### config.mk
export PLATFORM = sky130hd
export DESIGN_NAME = relu_max_pool_stream
export DESIGN_NICKNAME = d
export VERILOG_FILES = /design/src/rtl/core/rmp_pkg.sv /design/src/rtl/core/relu_max_pool_stream.sv /design/src/rtl/core/rmp_ram.sv /design/src/rtl/core/rmp_position.sv /design/src/rtl/core/rmp_pool.sv
export SDC_FILE = /design/constraint.sdc
export NUM_CORES = 2
export LEC_CHECK = 0
export ABC_AREA = 0
export CORE_MARGIN = 2
export CORE_UTILIZATION = 50
export DETAILED_ROUTE_END_ITERATION = 7
export DONT_BUFFER_PORTS = 1
export PLACE_DENSITY_LB_ADDON = 0.05
export SYNTH_ARGS = -nofsm -noshare
export SYNTH_HDL_FRONTEND = slang
export SYNTH_SLANG_ARGS = --single-unit
export TNS_END_PERCENT = 1
### constraint.sdc
create_clock -name clk -period 28.8 [get_ports clk]
set_input_delay 1.44 -clock clk [delete_from_list [all_inputs] [get_ports clk]]
set_output_delay 1.44 -clock clk [all_outputs]
set_load 0.03 [all_outputs]
### src/rtl/core/rmp_pkg.sv
// Package for the ReLU max-pool stream block: widths, configuration types,
// register indexes and the small arithmetic helpers shared by the modules.
// No dependencies.
package rmp_pkg;

  localparam int SAMPLE_W     = 16;
  localparam int VAL_W        = 15;
  localparam int MAX_OUT_COLS = 128;
  localparam int SLOT_W       = $clog2(MAX_OUT_COLS);
  localparam int CFG_IDX_W    = 3;
  localparam int CFG_DATA_W   = 9;

  typedef enum logic [CFG_IDX_W-1:0] {
    CFG_IN_ROWS       = 3'd0,
    CFG_IN_COLS       = 3'd1,
    CFG_CHANNEL_COUNT = 3'd2,
    CFG_POOL_ROWS     = 3'd3,
    CFG_POOL_COLS     = 3'd4,
    CFG_OUT_ROWS      = 3'd5,
    CFG_OUT_COLS      = 3'd6
  } cfg_idx_t;

  // Configuration after clamping to the legal ranges.
  typedef struct packed {
    logic [8:0] ir;
    logic [8:0] ic;
    logic [6:0] cc;
    logic [3:0] pr;
    logic [3:0] pc;
    logic [7:0] orows;
    logic [7:0] ocols;
  } cfg_t;

  // Decoded raster position of one sample.
  typedef struct packed {
    logic              in_area;
    logic              first_col;
    logic              last_col;
    logic              first_row;
    logic              last_row;
    logic [SLOT_W-1:0] slot;
    logic [5:0]        chan;
    logic [6:0]        row;
    logic [6:0]        col;
    logic              frame_last;
  } dec_t;

  typedef struct packed {
    logic item_valid;
    logic fwd_hit;
  } stat_t;

  typedef struct packed {
    logic [7:0] q;
    logic [3:0] r;
  } divmod_t;

  function automatic logic [8:0] clamp_cfg(logic [8:0] v, logic [8:0] hi);
    logic [8:0] res;
    if (v == 9'd0) begin
      res = 9'd1;
    end else if (v > hi) begin
      res = hi;
    end else begin
      res = v;
    end
    return res;
  endfunction

  // Quotient and remainder of an 8-bit count by a divisor of 1 to 8. Powers of
  // two are shifts; the other divisors use an exact reciprocal multiplication.
  function automatic divmod_t divmod8(logic [7:0] n, logic [3:0] d);
    logic [18:0] prod;
    logic [11:0] rem;
    divmod_t     res;
    prod = '0;
    res  = '0;
    case (d)
      4'd1: res.q = n;
      4'd2: res.q = {1'b0, n[7:1]};
      4'd3: begin
        prod  = {11'd0, n} * 19'd171;
        res.q = prod[16:9];
      end
      4'd4: res.q = {2'b00, n[7:2]};
      4'd5: begin
        prod  = {11'd0, n} * 19'd205;
        res.q = prod[17:10];
      end
      4'd6: begin
        prod  = {11'd0, n} * 19'd171;
        res.q = {1'b0, prod[16:10]};
      end
      4'd7: begin
        prod  = {11'd0, n} * 19'd293;
        res.q = prod[18:11];
      end
      4'd8: res.q = {3'b000, n[7:3]};
      default: res.q = n;
    endcase
    rem   = {4'd0, n} - {4'd0, res.q} * {8'd0, d};
    res.r = rem[3:0];
    return res;
  endfunction

endpackage

### src/rtl/core/relu_max_pool_stream.sv
// Top level of the fused ReLU and max-pool stream block.
// Holds the configuration registers; depends on rmp_pkg, rmp_position and rmp_pool.
//
// Samples enter on the in_ channel in channel, row, column raster order, one
// signed Q8.8 word per accepted handshake (in_valid high, in_stall low).
// For each non-overlapping pool window the block sends one word on the out_
// channel: the maximum of zero and the window samples, tagged with channel,
// pooled row and pooled column, with out_frame_last on the final window.
// Samples outside the pooled area advance the position but give no word.
// Throughput is one sample per clock while in_stall is low. A sample that
// closes a window passes through the input register, which lines up the
// registered line store read, and then through the result register.
// Configuration is written on the cfg_ channel, which is always ready, and
// must only be changed while the stream is idle.
// Reset clears the position counters and the pipeline; the line store is
// left as it is and is written before it is read. When the receiver stalls,
// the result register holds its word, samples that close no window keep
// flowing, and in_stall rises while a sample that closes a window waits in
// the input register behind the held word.
module relu_max_pool_stream
  import rmp_pkg::*;
(
  input  logic                  clk,
  input  logic                  rst_n,
  input  logic                  in_valid,
  output logic                  in_stall,
  input  logic [SAMPLE_W-1:0]   in_sample,
  output logic                  out_valid,
  input  logic                  out_stall,
  output logic [VAL_W-1:0]      out_pooled_value,
  output logic [5:0]            out_channel,
  output logic [6:0]            out_row,
  output logic [6:0]            out_col,
  output logic                  out_frame_last,
  input  logic                  cfg_valid,
  output logic                  cfg_ready,
  input  logic [CFG_IDX_W-1:0]  cfg_index,
  input  logic [CFG_DATA_W-1:0] cfg_data
);

  logic [8:0] in_rows_r;
  logic [8:0] in_cols_r;
  logic [6:0] channel_count_r;
  logic [3:0] pool_rows_r;
  logic [3:0] pool_cols_r;
  logic [7:0] out_rows_r;
  logic [7:0] out_cols_r;
  logic [8:0] ocols_c;
  cfg_t       cfg_c;
  dec_t       dec;
  stat_t      stat;
  logic       acc;

  assign cfg_ready = 1'b1;
  assign acc       = in_valid && !in_stall;

  always_ff @(posedge clk) begin
    if (!rst_n) begin
      in_rows_r       <= 9'd12;
      in_cols_r       <= 9'd12;
      channel_count_r <= 7'd6;
      pool_rows_r     <= 4'd2;
      pool_cols_r     <= 4'd2;
      out_rows_r      <= 8'd6;
      out_cols_r      <= 8'd6;
    end else if (cfg_valid && cfg_ready) begin
      case (cfg_idx_t'(cfg_index))
        CFG_IN_ROWS:       in_rows_r       <= cfg_data;
        CFG_IN_COLS:       in_cols_r       <= cfg_data;
        CFG_CHANNEL_COUNT: channel_count_r <= cfg_data[6:0];
        CFG_POOL_ROWS:     pool_rows_r     <= cfg_data[3:0];
        CFG_POOL_COLS:     pool_cols_r     <= cfg_data[3:0];
        CFG_OUT_ROWS:      out_rows_r      <= cfg_data[7:0];
        CFG_OUT_COLS:      out_cols_r      <= cfg_data[7:0];
        default: ;
      endcase
    end
  end

  always_comb begin
    ocols_c = clamp_cfg({1'b0, out_cols_r}, 9'd128);
    if (ocols_c > 9'(MAX_OUT_COLS)) begin
      ocols_c = 9'(MAX_OUT_COLS);
    end
    cfg_c.ir    = clamp_cfg(in_rows_r, 9'd256);
    cfg_c.ic    = clamp_cfg(in_cols_r, 9'd256);
    cfg_c.cc    = 7'(clamp_cfg({2'd0, channel_count_r}, 9'd64));
    cfg_c.pr    = 4'(clamp_cfg({5'd0, pool_rows_r}, 9'd8));
    cfg_c.pc    = 4'(clamp_cfg({5'd0, pool_cols_r}, 9'd8));
    cfg_c.orows = 8'(clamp_cfg({1'b0, out_rows_r}, 9'd128));
    cfg_c.ocols = ocols_c[7:0];
  end

  rmp_position u_position (
    .clk   (clk),
    .rst_n (rst_n),
    .cfg   (cfg_c),
    .acc   (acc),
    .dec   (dec)
  );

  rmp_pool u_pool (
    .clk       (clk),
    .rst_n     (rst_n),
    .acc       (acc),
    .dec       (dec),
    .sample    (in_sample),
    .in_stall  (in_stall),
    .out_valid (out_valid),
    .out_stall (out_stall),
    .out_value (out_pooled_value),
    .out_chan  (out_channel),
    .out_row   (out_row),
    .out_col   (out_col),
    .out_last  (out_frame_last),
    .stat      (stat)
  );

  a_stall_needs_item: assert property (@(posedge clk) disable iff (!rst_n)
    in_stall |-> stat.item_valid)
    else $error("input stalled with no word held in the input register");

  a_fwd_needs_item: assert property (@(posedge clk) disable iff (!rst_n)
    stat.fwd_hit |-> stat.item_valid)
    else $error("line store bypass set without a held word");

  a_last_is_corner: assert property (@(posedge clk) disable iff (!rst_n)
    (out_valid && out_frame_last) |->
      ({1'b0, out_col} == cfg_c.ocols - 8'd1) && ({1'b0, out_row} == cfg_c.orows - 8'd1))
    else $error("frame end flagged away from the last pooled position");

endmodule

### src/rtl/core/rmp_ram.sv
// Generic single-write, single-read RAM with a registered read port.
// No dependencies.
module rmp_ram #(
  parameter int WIDTH = 15,
  parameter int DEPTH = 128
) (
  input  logic                     clk,
  input  logic                     wr_en,
  input  logic [$clog2(DEPTH)-1:0] wr_addr,
  input  logic [WIDTH-1:0]         wr_data,
  input  logic                     rd_en,
  input  logic [$clog2(DEPTH)-1:0] rd_addr,
  output logic [WIDTH-1:0]         rd_data
);

  logic [WIDTH-1:0] mem [DEPTH];
  logic [WIDTH-1:0] rd_data_r;

  always_ff @(posedge clk) begin
    if (wr_en) begin
      mem[wr_addr] <= wr_data;
    end
    if (rd_en) begin
      rd_data_r <= mem[rd_addr];
    end
  end

  assign rd_data = rd_data_r;

endmodule

### src/rtl/core/rmp_position.sv
// Raster position counters and window decode for the ReLU max-pool stream.
// Depends on rmp_pkg.
module rmp_position
  import rmp_pkg::*;
(
  input  logic clk,
  input  logic rst_n,
  input  cfg_t cfg,
  input  logic acc,
  output dec_t dec
);

  logic [7:0]  col_pos_r, col_pos_nxt;
  logic [7:0]  row_pos_r, row_pos_nxt;
  logic [5:0]  chan_pos_r, chan_pos_nxt;
  logic [11:0] row_lim;
  logic [11:0] col_lim;
  divmod_t     cdm;
  divmod_t     rdm;

  always_comb begin
    row_lim = {4'd0, cfg.orows} * {8'd0, cfg.pr};
    col_lim = {4'd0, cfg.ocols} * {8'd0, cfg.pc};
    cdm     = divmod8(col_pos_r, cfg.pc);
    rdm     = divmod8(row_pos_r, cfg.pr);

    dec.in_area    = ({4'd0, row_pos_r} < row_lim) && ({4'd0, col_pos_r} < col_lim);
    dec.first_col  = (cdm.r == 4'd0);
    dec.last_col   = (cdm.r == cfg.pc - 4'd1);
    dec.first_row  = (rdm.r == 4'd0);
    dec.last_row   = (rdm.r == cfg.pr - 4'd1);
    dec.slot       = cdm.q[SLOT_W-1:0];
    dec.chan       = chan_pos_r;
    dec.row        = rdm.q[6:0];
    dec.col        = cdm.q[6:0];
    dec.frame_last = ({1'b0, chan_pos_r} == cfg.cc - 7'd1)
                     && (rdm.q == cfg.orows - 8'd1)
                     && (cdm.q == cfg.ocols - 8'd1);
  end

  always_comb begin
    col_pos_nxt  = col_pos_r;
    row_pos_nxt  = row_pos_r;
    chan_pos_nxt = chan_pos_r;
    if (acc) begin
      if ({1'b0, col_pos_r} + 9'd1 >= cfg.ic) begin
        col_pos_nxt = 8'd0;
        if ({1'b0, row_pos_r} + 9'd1 >= cfg.ir) begin
          row_pos_nxt = 8'd0;
          if ({1'b0, chan_pos_r} + 7'd1 >= cfg.cc) begin
            chan_pos_nxt = 6'd0;
          end else begin
            chan_pos_nxt = chan_pos_r + 6'd1;
          end
        end else begin
          row_pos_nxt = row_pos_r + 8'd1;
        end
      end else begin
        col_pos_nxt = col_pos_r + 8'd1;
      end
    end
  end

  always_ff @(posedge clk) begin
    if (!rst_n) begin
      col_pos_r  <= 8'd0;
      row_pos_r  <= 8'd0;
      chan_pos_r <= 6'd0;
    end else begin
      col_pos_r  <= col_pos_nxt;
      row_pos_r  <= row_pos_nxt;
      chan_pos_r <= chan_pos_nxt;
    end
  end

endmodule

### src/rtl/core/rmp_pool.sv
// Input register, window and band maximum logic, line store and result register.
// Depends on rmp_pkg and rmp_ram.
module rmp_pool
  import rmp_pkg::*;
(
  input  logic                clk,
  input  logic                rst_n,
  input  logic                acc,
  input  dec_t                dec,
  input  logic [SAMPLE_W-1:0] sample,
  output logic                in_stall,
  output logic                out_valid,
  input  logic                out_stall,
  output logic [VAL_W-1:0]    out_value,
  output logic [5:0]          out_chan,
  output logic [6:0]          out_row,
  output logic [6:0]          out_col,
  output logic                out_last,
  output stat_t               stat
);

  logic               item_valid_r;
  dec_t               item_dec_r;
  logic [VAL_W-1:0]   item_val_r;
  logic [VAL_W-1:0]   wcm_r, wcm_nxt;
  logic               fwd_hit_r;
  logic [VAL_W-1:0]   fwd_data_r;
  logic               out_valid_r;
  logic [VAL_W-1:0]   out_value_r;
  logic [5:0]         out_chan_r;
  logic [6:0]         out_row_r;
  logic [6:0]         out_col_r;
  logic               out_last_r;
  logic [VAL_W-1:0]   ram_rd;
  logic [VAL_W-1:0]   stored;
  logic [VAL_W-1:0]   band;
  logic               emit;
  logic               adv;
  logic               wr_en;

  rmp_ram #(
    .WIDTH (VAL_W),
    .DEPTH (MAX_OUT_COLS)
  ) u_band_ram (
    .clk     (clk),
    .wr_en   (wr_en),
    .wr_addr (item_dec_r.slot),
    .wr_data (band),
    .rd_en   (acc),
    .rd_addr (dec.slot),
    .rd_data (ram_rd)
  );

  always_comb begin
    if (item_dec_r.first_col || item_val_r > wcm_r) begin
      wcm_nxt = item_val_r;
    end else begin
      wcm_nxt = wcm_r;
    end
    stored = fwd_hit_r ? fwd_data_r : ram_rd;
    if (!item_dec_r.first_row && stored > wcm_nxt) begin
      band = stored;
    end else begin
      band = wcm_nxt;
    end
    emit     = item_dec_r.in_area && item_dec_r.last_col && item_dec_r.last_row;
    adv      = item_valid_r && (!emit || !out_valid_r || !out_stall);
    wr_en    = adv && item_dec_r.in_area && item_dec_r.last_col;
    in_stall = item_valid_r && !adv;
  end

  always_ff @(posedge clk) begin
    if (!rst_n) begin
      item_valid_r <= 1'b0;
      wcm_r        <= '0;
      fwd_hit_r    <= 1'b0;
      out_valid_r  <= 1'b0;
    end else begin
      if (acc) begin
        item_valid_r <= 1'b1;
        fwd_hit_r    <= wr_en && (item_dec_r.slot == dec.slot);
      end else if (adv) begin
        item_valid_r <= 1'b0;
        fwd_hit_r    <= 1'b0;
      end
      if (adv && item_dec_r.in_area) begin
        wcm_r <= wcm_nxt;
      end
      if (adv && emit) begin
        out_valid_r <= 1'b1;
      end else if (!out_stall) begin
        out_valid_r <= 1'b0;
      end
    end
  end

  always_ff @(posedge clk) begin
    if (acc) begin
      item_dec_r <= dec;
      item_val_r <= sample[SAMPLE_W-1] ? '0 : sample[VAL_W-1:0];
      fwd_data_r <= band;
    end
    if (adv && emit) begin
      out_value_r <= band;
      out_chan_r  <= item_dec_r.chan;
      out_row_r   <= item_dec_r.row;
      out_col_r   <= item_dec_r.col;
      out_last_r  <= item_dec_r.frame_last;
    end
  end

  assign out_valid       = out_valid_r;
  assign out_value       = out_value_r;
  assign out_chan        = out_chan_r;
  assign out_row         = out_row_r;
  assign out_col         = out_col_r;
  assign out_last        = out_last_r;
  assign stat.item_valid = item_valid_r;
  assign stat.fwd_hit    = fwd_hit_r;

endmodule
### Yosys cells after proc, flatten, opt, wreduce, memory -nomap -nowiden

Memories as Yosys holds them, arrays and structs flattened. A register that Yosys moved wholly into a read port is not among the register bits.
Index checks and enable logic that the tools add are counted.

* order comparisons: 15
* mux-type cells: 30
* add/sub/neg operators: 13
* $mul: 10
* reduce and logical (&&, ||, !) cells: 42
* equality and inequality tests: 27

Operators by type and width (count)
* 8-bit case mux with 7 select lines: 2
* 8-bit by 8-bit multiplier with 16-bit output (second input constant): 4
* 8-bit 2-to-1 mux: 7
* 15-bit 2-to-1 mux: 3
* 9-bit 2-to-1 mux: 4
* 8-bit by 9-bit multiplier with 17-bit output (second input constant): 2
* 4-bit by 3-bit == test with 1-bit output (second input constant): 8
* 15-bit greater-than comparator: 2
* 8-bit by 12-bit less-than comparator with 1-bit output: 2
* 8-bit by 4-bit multiplier with 12-bit output: 2
* 8-bit by 1-bit adder with 9-bit output (second input constant): 2
* 9-bit >= comparator: 2
* 9-bit greater-than comparator (second input constant): 2
* 9-bit logical NOT: 2
* 8-bit by 1-bit adder with 8-bit output (second input constant): 2
* 4-bit by 2-bit == test with 1-bit output (second input constant): 4
* 8-bit == test: 2
* 8-bit greater-than comparator (second input constant): 2
* 4-bit logical NOT: 4
* 8-bit logical NOT: 2
* 8-bit by 4-bit multiplier with 4-bit output: 2
* 4-bit 2-to-1 mux: 4
* 2-bit AND reduction: 8
* 8-bit by 1-bit subtractor with 8-bit output (second input constant): 2
* other kinds (27): 61

* memories: 1
* input bits: 33
* flip-flop bits (word level): 181
* output and inout bits: 39
* RAM bits: 1920

Memories
* u_pool.u_band_ram.mem: depth 128, bits a word 15, read ports 1, clocked after memory_dff 1, write ports 1, line rmp_ram.sv:16 `logic [WIDTH-1:0] mem [DEPTH];`

### Logic depth before layout (Yosys ltp)

* depth in word-level cells: 11
* gate-level depth with buffers: 32
* gate-level depth less buffers: 31

### Hierarchy

From an unflattened synthesis, not the netlist that was laid out.

* cell total of the unflattened synthesis: 5099
* area, all modules: 94401.8 µm²

By module, submodules not included
* rmp_ram: cells each 2904, instances 1, area an instance 73779.5 µm²
* rmp_position: cells each 1582, instances 1, area an instance 13062.5 µm²
* rmp_pool: cells each 364, instances 1, area an instance 5198.7 µm²
* relu_max_pool_stream: cells each 249, instances 1, area an instance 2361.0 µm²

### Least setup slack after synthesis

Ideal clock, no wire load.

* path type: reg-to-reg
* start point: register u_pool.item_val_r[1]
* end point: register u_pool.fwd_data_r[4] (data pin)
* data arrival time: 8.838 ns
* path slack: 19.032 ns
* data required time: 27.870 ns
* path buffers: 3
* cell stages (with the launch flop): 29
* cell sequence: edfxtp_1 -> ha_1 -> nor2b_1 -> o21a_1 -> o21a_1 -> o21a_1 -> o21a_1 -> o21ai_0 -> nand2b_1 -> a21oi_1 -> o21ai_0 -> a21o_1 -> clkbuf_1 -> clkbuf_1 -> mux2i_1 -> ha_1 -> nor2b_1 -> o21ai_0 -> nand2b_1 -> a21oi_1 -> nor2b_1 -> o21ai_0 -> nand2b_1 -> a21oi_1 -> o21ai_0 -> a221oi_1 -> a311oi_1 -> clkbuf_1 -> mux2i_1

* longest elaborated chain between the ends: 6

Ends and longest elaborated chain
* from (decl): line rmp_pool.sv:24 `logic [VAL_W-1:0] item_val_r;`
* from (signal assigned): line rmp_pool.sv:100 `item_val_r <= sample[SAMPLE_W-1] ? '0 : sample[VAL_W-1:0];`
* 15-bit greater-than comparator: line rmp_pool.sv:55 `if (item_dec_r.first_col || item_val_r > wcm_r) begin`
* 1-bit logical OR: line rmp_pool.sv:55
* 15-bit 2-to-1 mux (*): line rmp_pool.sv:55
* 15-bit greater-than comparator: line rmp_pool.sv:61 `if (!item_dec_r.first_row && stored > wcm_nxt) begin`
* 1-bit logical AND: line rmp_pool.sv:61
* 15-bit 2-to-1 mux (*): line rmp_pool.sv:61
* named net u_pool.band[4]: line rmp_pool.sv:36 `logic [VAL_W-1:0] band;`
* to (signal assigned): line rmp_pool.sv:101 `fwd_data_r <= band;`
* to (decl): line rmp_pool.sv:27 `logic [VAL_W-1:0] fwd_data_r;`

The timed path passes the listed nets; every way through them passes the cells marked *.
A chain may end at the register's enable or synchronous reset.

### Worst setup path after layout

* start point: register u_position.col_pos_r[2]
* end point: register u_pool.u_band_ram.rd_data_r[13], in the netlist u_pool.u_band_ram.rd_data[13] (read register of u_pool.u_band_ram.mem) (data pin)

* longest elaborated chain between the ends: 2
* elaborated cells on any way between the ends: 4

Ends and longest elaborated chain
* from (decl): line rmp_position.sv:13 `logic [7:0] col_pos_r, col_pos_nxt;`
* from (signal assigned): line rmp_position.sv:70 `col_pos_r <= col_pos_nxt;`
* 8-bit by 9-bit multiplier with 17-bit output, or another cell as far along: line rmp_pkg.sv:95 `prod = {11'd0, n} * 19'd293;`
* 8-bit case mux with 7 select lines (*): line rmp_pkg.sv:78 `case (d)`
* to (decl): line rmp_ram.sv:17 `logic [WIDTH-1:0] rd_data_r;`

Every way passes the cells marked *; elsewhere a longest branch is shown, timed or not.

==> summary.md <==
| Metric | Value |
|---|---|
| Netlist cell types | 82 |
| Multi-input combinational cell area | between 30,000 and 40,000 µm² |
| Avg Synthesized Cell Area | 11.7 µm² |
| Die height | 440 µm |
| Setup TNS Final | 0 ns |
| Initial antenna violation count | 13 |
| Initial core utilization | 50.2% |
| Placer Congestion | 0.871 |
| Yosys Warn Count | 0 |
| Finished Cell Area | 105,000 µm² |
| Post-route minimum period | 9.84 ns |
| Crit Path Class | reg -> reg |
| Post-route ant nets | 0 |
| Fin. max-slew vios | 0 |
| Hold_buf cts | 0 |
| Total track usage | 29.0% |
| Post-synth ARST share | 0% |
| First-pass GRT wire length | 415,000 µm |
| Crit-path max FO | 139 |
| CP startpoint | u_position.col_pos_r[2]$_SDFFE_PN0P_ |
| Top-count cell post-synth | nand2_1 |
| TritonCTS clock tree | built |
| Initial DRC count | 7,024 |
| Via count | 64.4k |
| Site Rows | 160 |
| Vias per cell | 5.95 |
| Pwr dens | a little over 70 nW/µm² |
| First drt pass iteration count | 8 |
| Die ar. | 194,000 µm² |
| CTS Sinks | roughly 2.1k |
| Largest area contributor in the netlist | edfxtp_1 |
| Final hold violations | 0 |
| Longest Clk Path Bufs | 3 |
| Cell count after synthesis | 8,135 |
| CP endpoint kind | register |
| CP startpoint kind | register |
| Final Cycle Share | 34.2% |
| Slew @ Worst Pin | 1.27 ns |
| Final Instance Count excl. Fillers | around 11k |
| Post-Route Skew | 0.0365 ns |
| Number of global-route vias before repair | approximately 61k |
| Reg clk slew, reported paths | 0.06 ns |
| Synth area leaders | edfxtp_1 64%, nand2_1 8.5%, nand3_1 5.0%, ha_1 4.6%, a21oi_1 2.7% |
| Routed len/inst | 26.2 µm |
| Layout Nets | between 8k and 9k |
| DIE WIDTH | 440 µm |
| Crit-path cells | ha_1, fa_1, fa_1, inv_1, fa_1, inv_1, ha_1, a21o_1, a221oi_4, mux2i_1, o41ai_4, buf_12, buf_4, buf_4, buf_4, buf_4, buf_4, nand2_1, and3_1, a31oi_1, o22ai_1, nor4_1, nand2_1, nand4_1 |
| Yosys reg bits | approximately 2.1k |
| Core Box Area | 190,000 µm² |
| Syn nets | 8,598 |
| Worst R2R Start | u_position.col_pos_r[2]$_SDFFE_PN0P_ |
| IO buf count | 0 |
| Most used DFF post-synth | edfxtp_1 |
| DP Area | 98,600 µm² |
| Area share of the largest cell type after synthesis | 64.0% |
| IO Pins | 72 |
| Delay of the slowest critical-path stage | 0.84 ns |
| Synthesized area | approximately 95,000 µm² |
| Hpwl dp | 172,000 µm |
| Filler cell count | approximately 16k |
| PostCTS Resize Cnt | 0 |
| Cell at the slowest stage of the critical path | dfxtp_1 |
| Static Leak | 39.0 nW |
| Worst hold-check path type | reg -> reg |
| Slew HR | 14.8% |
| Number of cells after detailed placement | 10.4k |
| Data arrival, critical path | about 11 ns |
| Drt total wl | 284,000 µm |
| WP data required | just under 30 ns |
| Most frequent cells after synthesis | 2,143 x nand2_1, 2,027 x edfxtp_1, 943 x nand3_1 |
| Post-route DRC | 0 |
| CP dominant cell by count | buf_4 |
| Peak Freq | 102 MHz |
| EDFF count, synth | 2,027 |
| Seq/Total Area, Yosys | 65.8% |
| Overall power | about 0.0076 W |
| Status | finished clean |
| Worst VDD drop | 0.0674 mV |
| Final setup vio count | 0 |
| Util after Layout | 55.6% |
| Num CTS Buffers | approximately 220 |
| Largest net degree at the start of global routing | approximately 170 |
| Grt ovf | 0 |
| Hold path startpoint | u_pool.item_dec_r[8]$_DFFE_PP_ |
| Synth-to-layout area growth | 10.8% |
| Post-CTS Setup Repair Bufs | 0 |
| MaxCap Viol Count | 0 |
| H-tree lvl count | 4 |
| RSZ-0062 raised after global routing | false |
| Clk_lat worst skew | between 0.8 and 0.9 ns |
| Root Driver | clkbuf_16 |
| FF+latch area | ~63,000 µm² |
| Share of cells above drive strength 1 | 7.32% |
layout by cell type (no fill, tap or decap), types with 11 or more instances in the layout:
cell type	n
a211oi_1	11
a21boi_0	37
a21o_1	41
a21oi_1	510
a31oi_1	55
and2_1	19
and3_1	67
buf_4	223
bufinv_16	13
clkbuf_1	53
clkbuf_16	220
clkinv_1	60
clkinv_2	30
dfxtp_1	89
edfxtp_1	2027
fa_1	84
ha_1	346
inv_1	226
mux2i_1	56
mux2i_4	15
nand2_1	2141
nand2b_1	37
nand3_1	939
nand4_1	32
nor2_1	228
nor2_2	27
nor2b_1	68
nor3_1	111
nor4_1	33
o21a_1	22
o21ai_0	104
o22ai_1	32
or3_1	11
or4_1	17
xnor2_1	64
xor2_1	40
path summary, 6_finish.rpt:
| path | to | slack (ns) | cells past startpoint |
|---|---|---|---|
| min | u_pool.out_row[0]$_DFFE_PP_ | 0.42 | 0 |
| max | u_pool.u_band_ram.rd_data[13]$_DFFE_PP_ | 18.96 | 24 |
| min reg2reg | u_pool.out_row[0]$_DFFE_PP_ | 0.42 | 0 |
| max reg2reg | u_pool.u_band_ram.rd_data[13]$_DFFE_PP_ | 18.96 | 24 |
cell type report:
type | count | share of cell area [%]
diodes | 6 | 0.0142
clock buffers | 282 | 5.53
clock inverters | 110 | 0.919
inverters | 237 | 0.861
multi-input cells | 5325 | 28.5
flip-flops and latches | 2116 | 59.4
well taps | 2511 | 2.98
repair buffers | 233 | 1.76
cells by family after synthesis:
family / synth area share (%)
flops: 65.8
xor+xnor: 0.957
compound gates: 5.75
mux: 0.782
buf+inv: 2.99
other cells: 0.00394
fa+ha+maj: 6.32
simple gates: 17.3
critical path: cells and delay by family, from the launching register on:
kind                       cells  cell delay, ns
and+or+nand+nor                5            0.95
muxes                          1            0.16
buffers and inverters          8            3.82
DFF                            1            0.84
AOI/OAI and AO/OA              5            1.44
adders and majority gates      5            2.16
metal layers:
metal	routed length [µm]	track usage, %
met1	121000	41.7
met2	133000	46.4
met3	22700	4.44
met4	6960	7.24
met5	40	0
power breakdown:
part	switching (W)	leakage [nW]	internal [W]
sequential	0.0000322	19.1	0.00370
combinational	0.000925	16.5	0.000235
clock	0.00119	3.31	0.00153
state kept, by name, indices dropped and copies added (netlist names), 9 cells and up:
| signal | cells |
|---|---|
| u_pool.out_value | 15 |
| in_rows_r | 9 |
| u_pool.u_band_ram.rd_data | 15 |
| u_pool.wcm_r | 15 |
| u_pool.item_val_r | 15 |
| u_pool.u_band_ram.mem | 1920 |
| u_pool.fwd_data_r | 15 |
| in_cols_r | 9 |
| u_pool.item_dec_r | 26 |
metrics by stage:
step / setup slack [ns] / hold WS [ns]
floorplan: 19.03 / 0.400
global placement: 19.09 / 0.403
detailed placement: 19.00 / 0.405
CTS: 18.96 / 0.420
global route: 18.42 / 0.423
finish: 18.96 / 0.420
(Power assumes the default switching activity.)
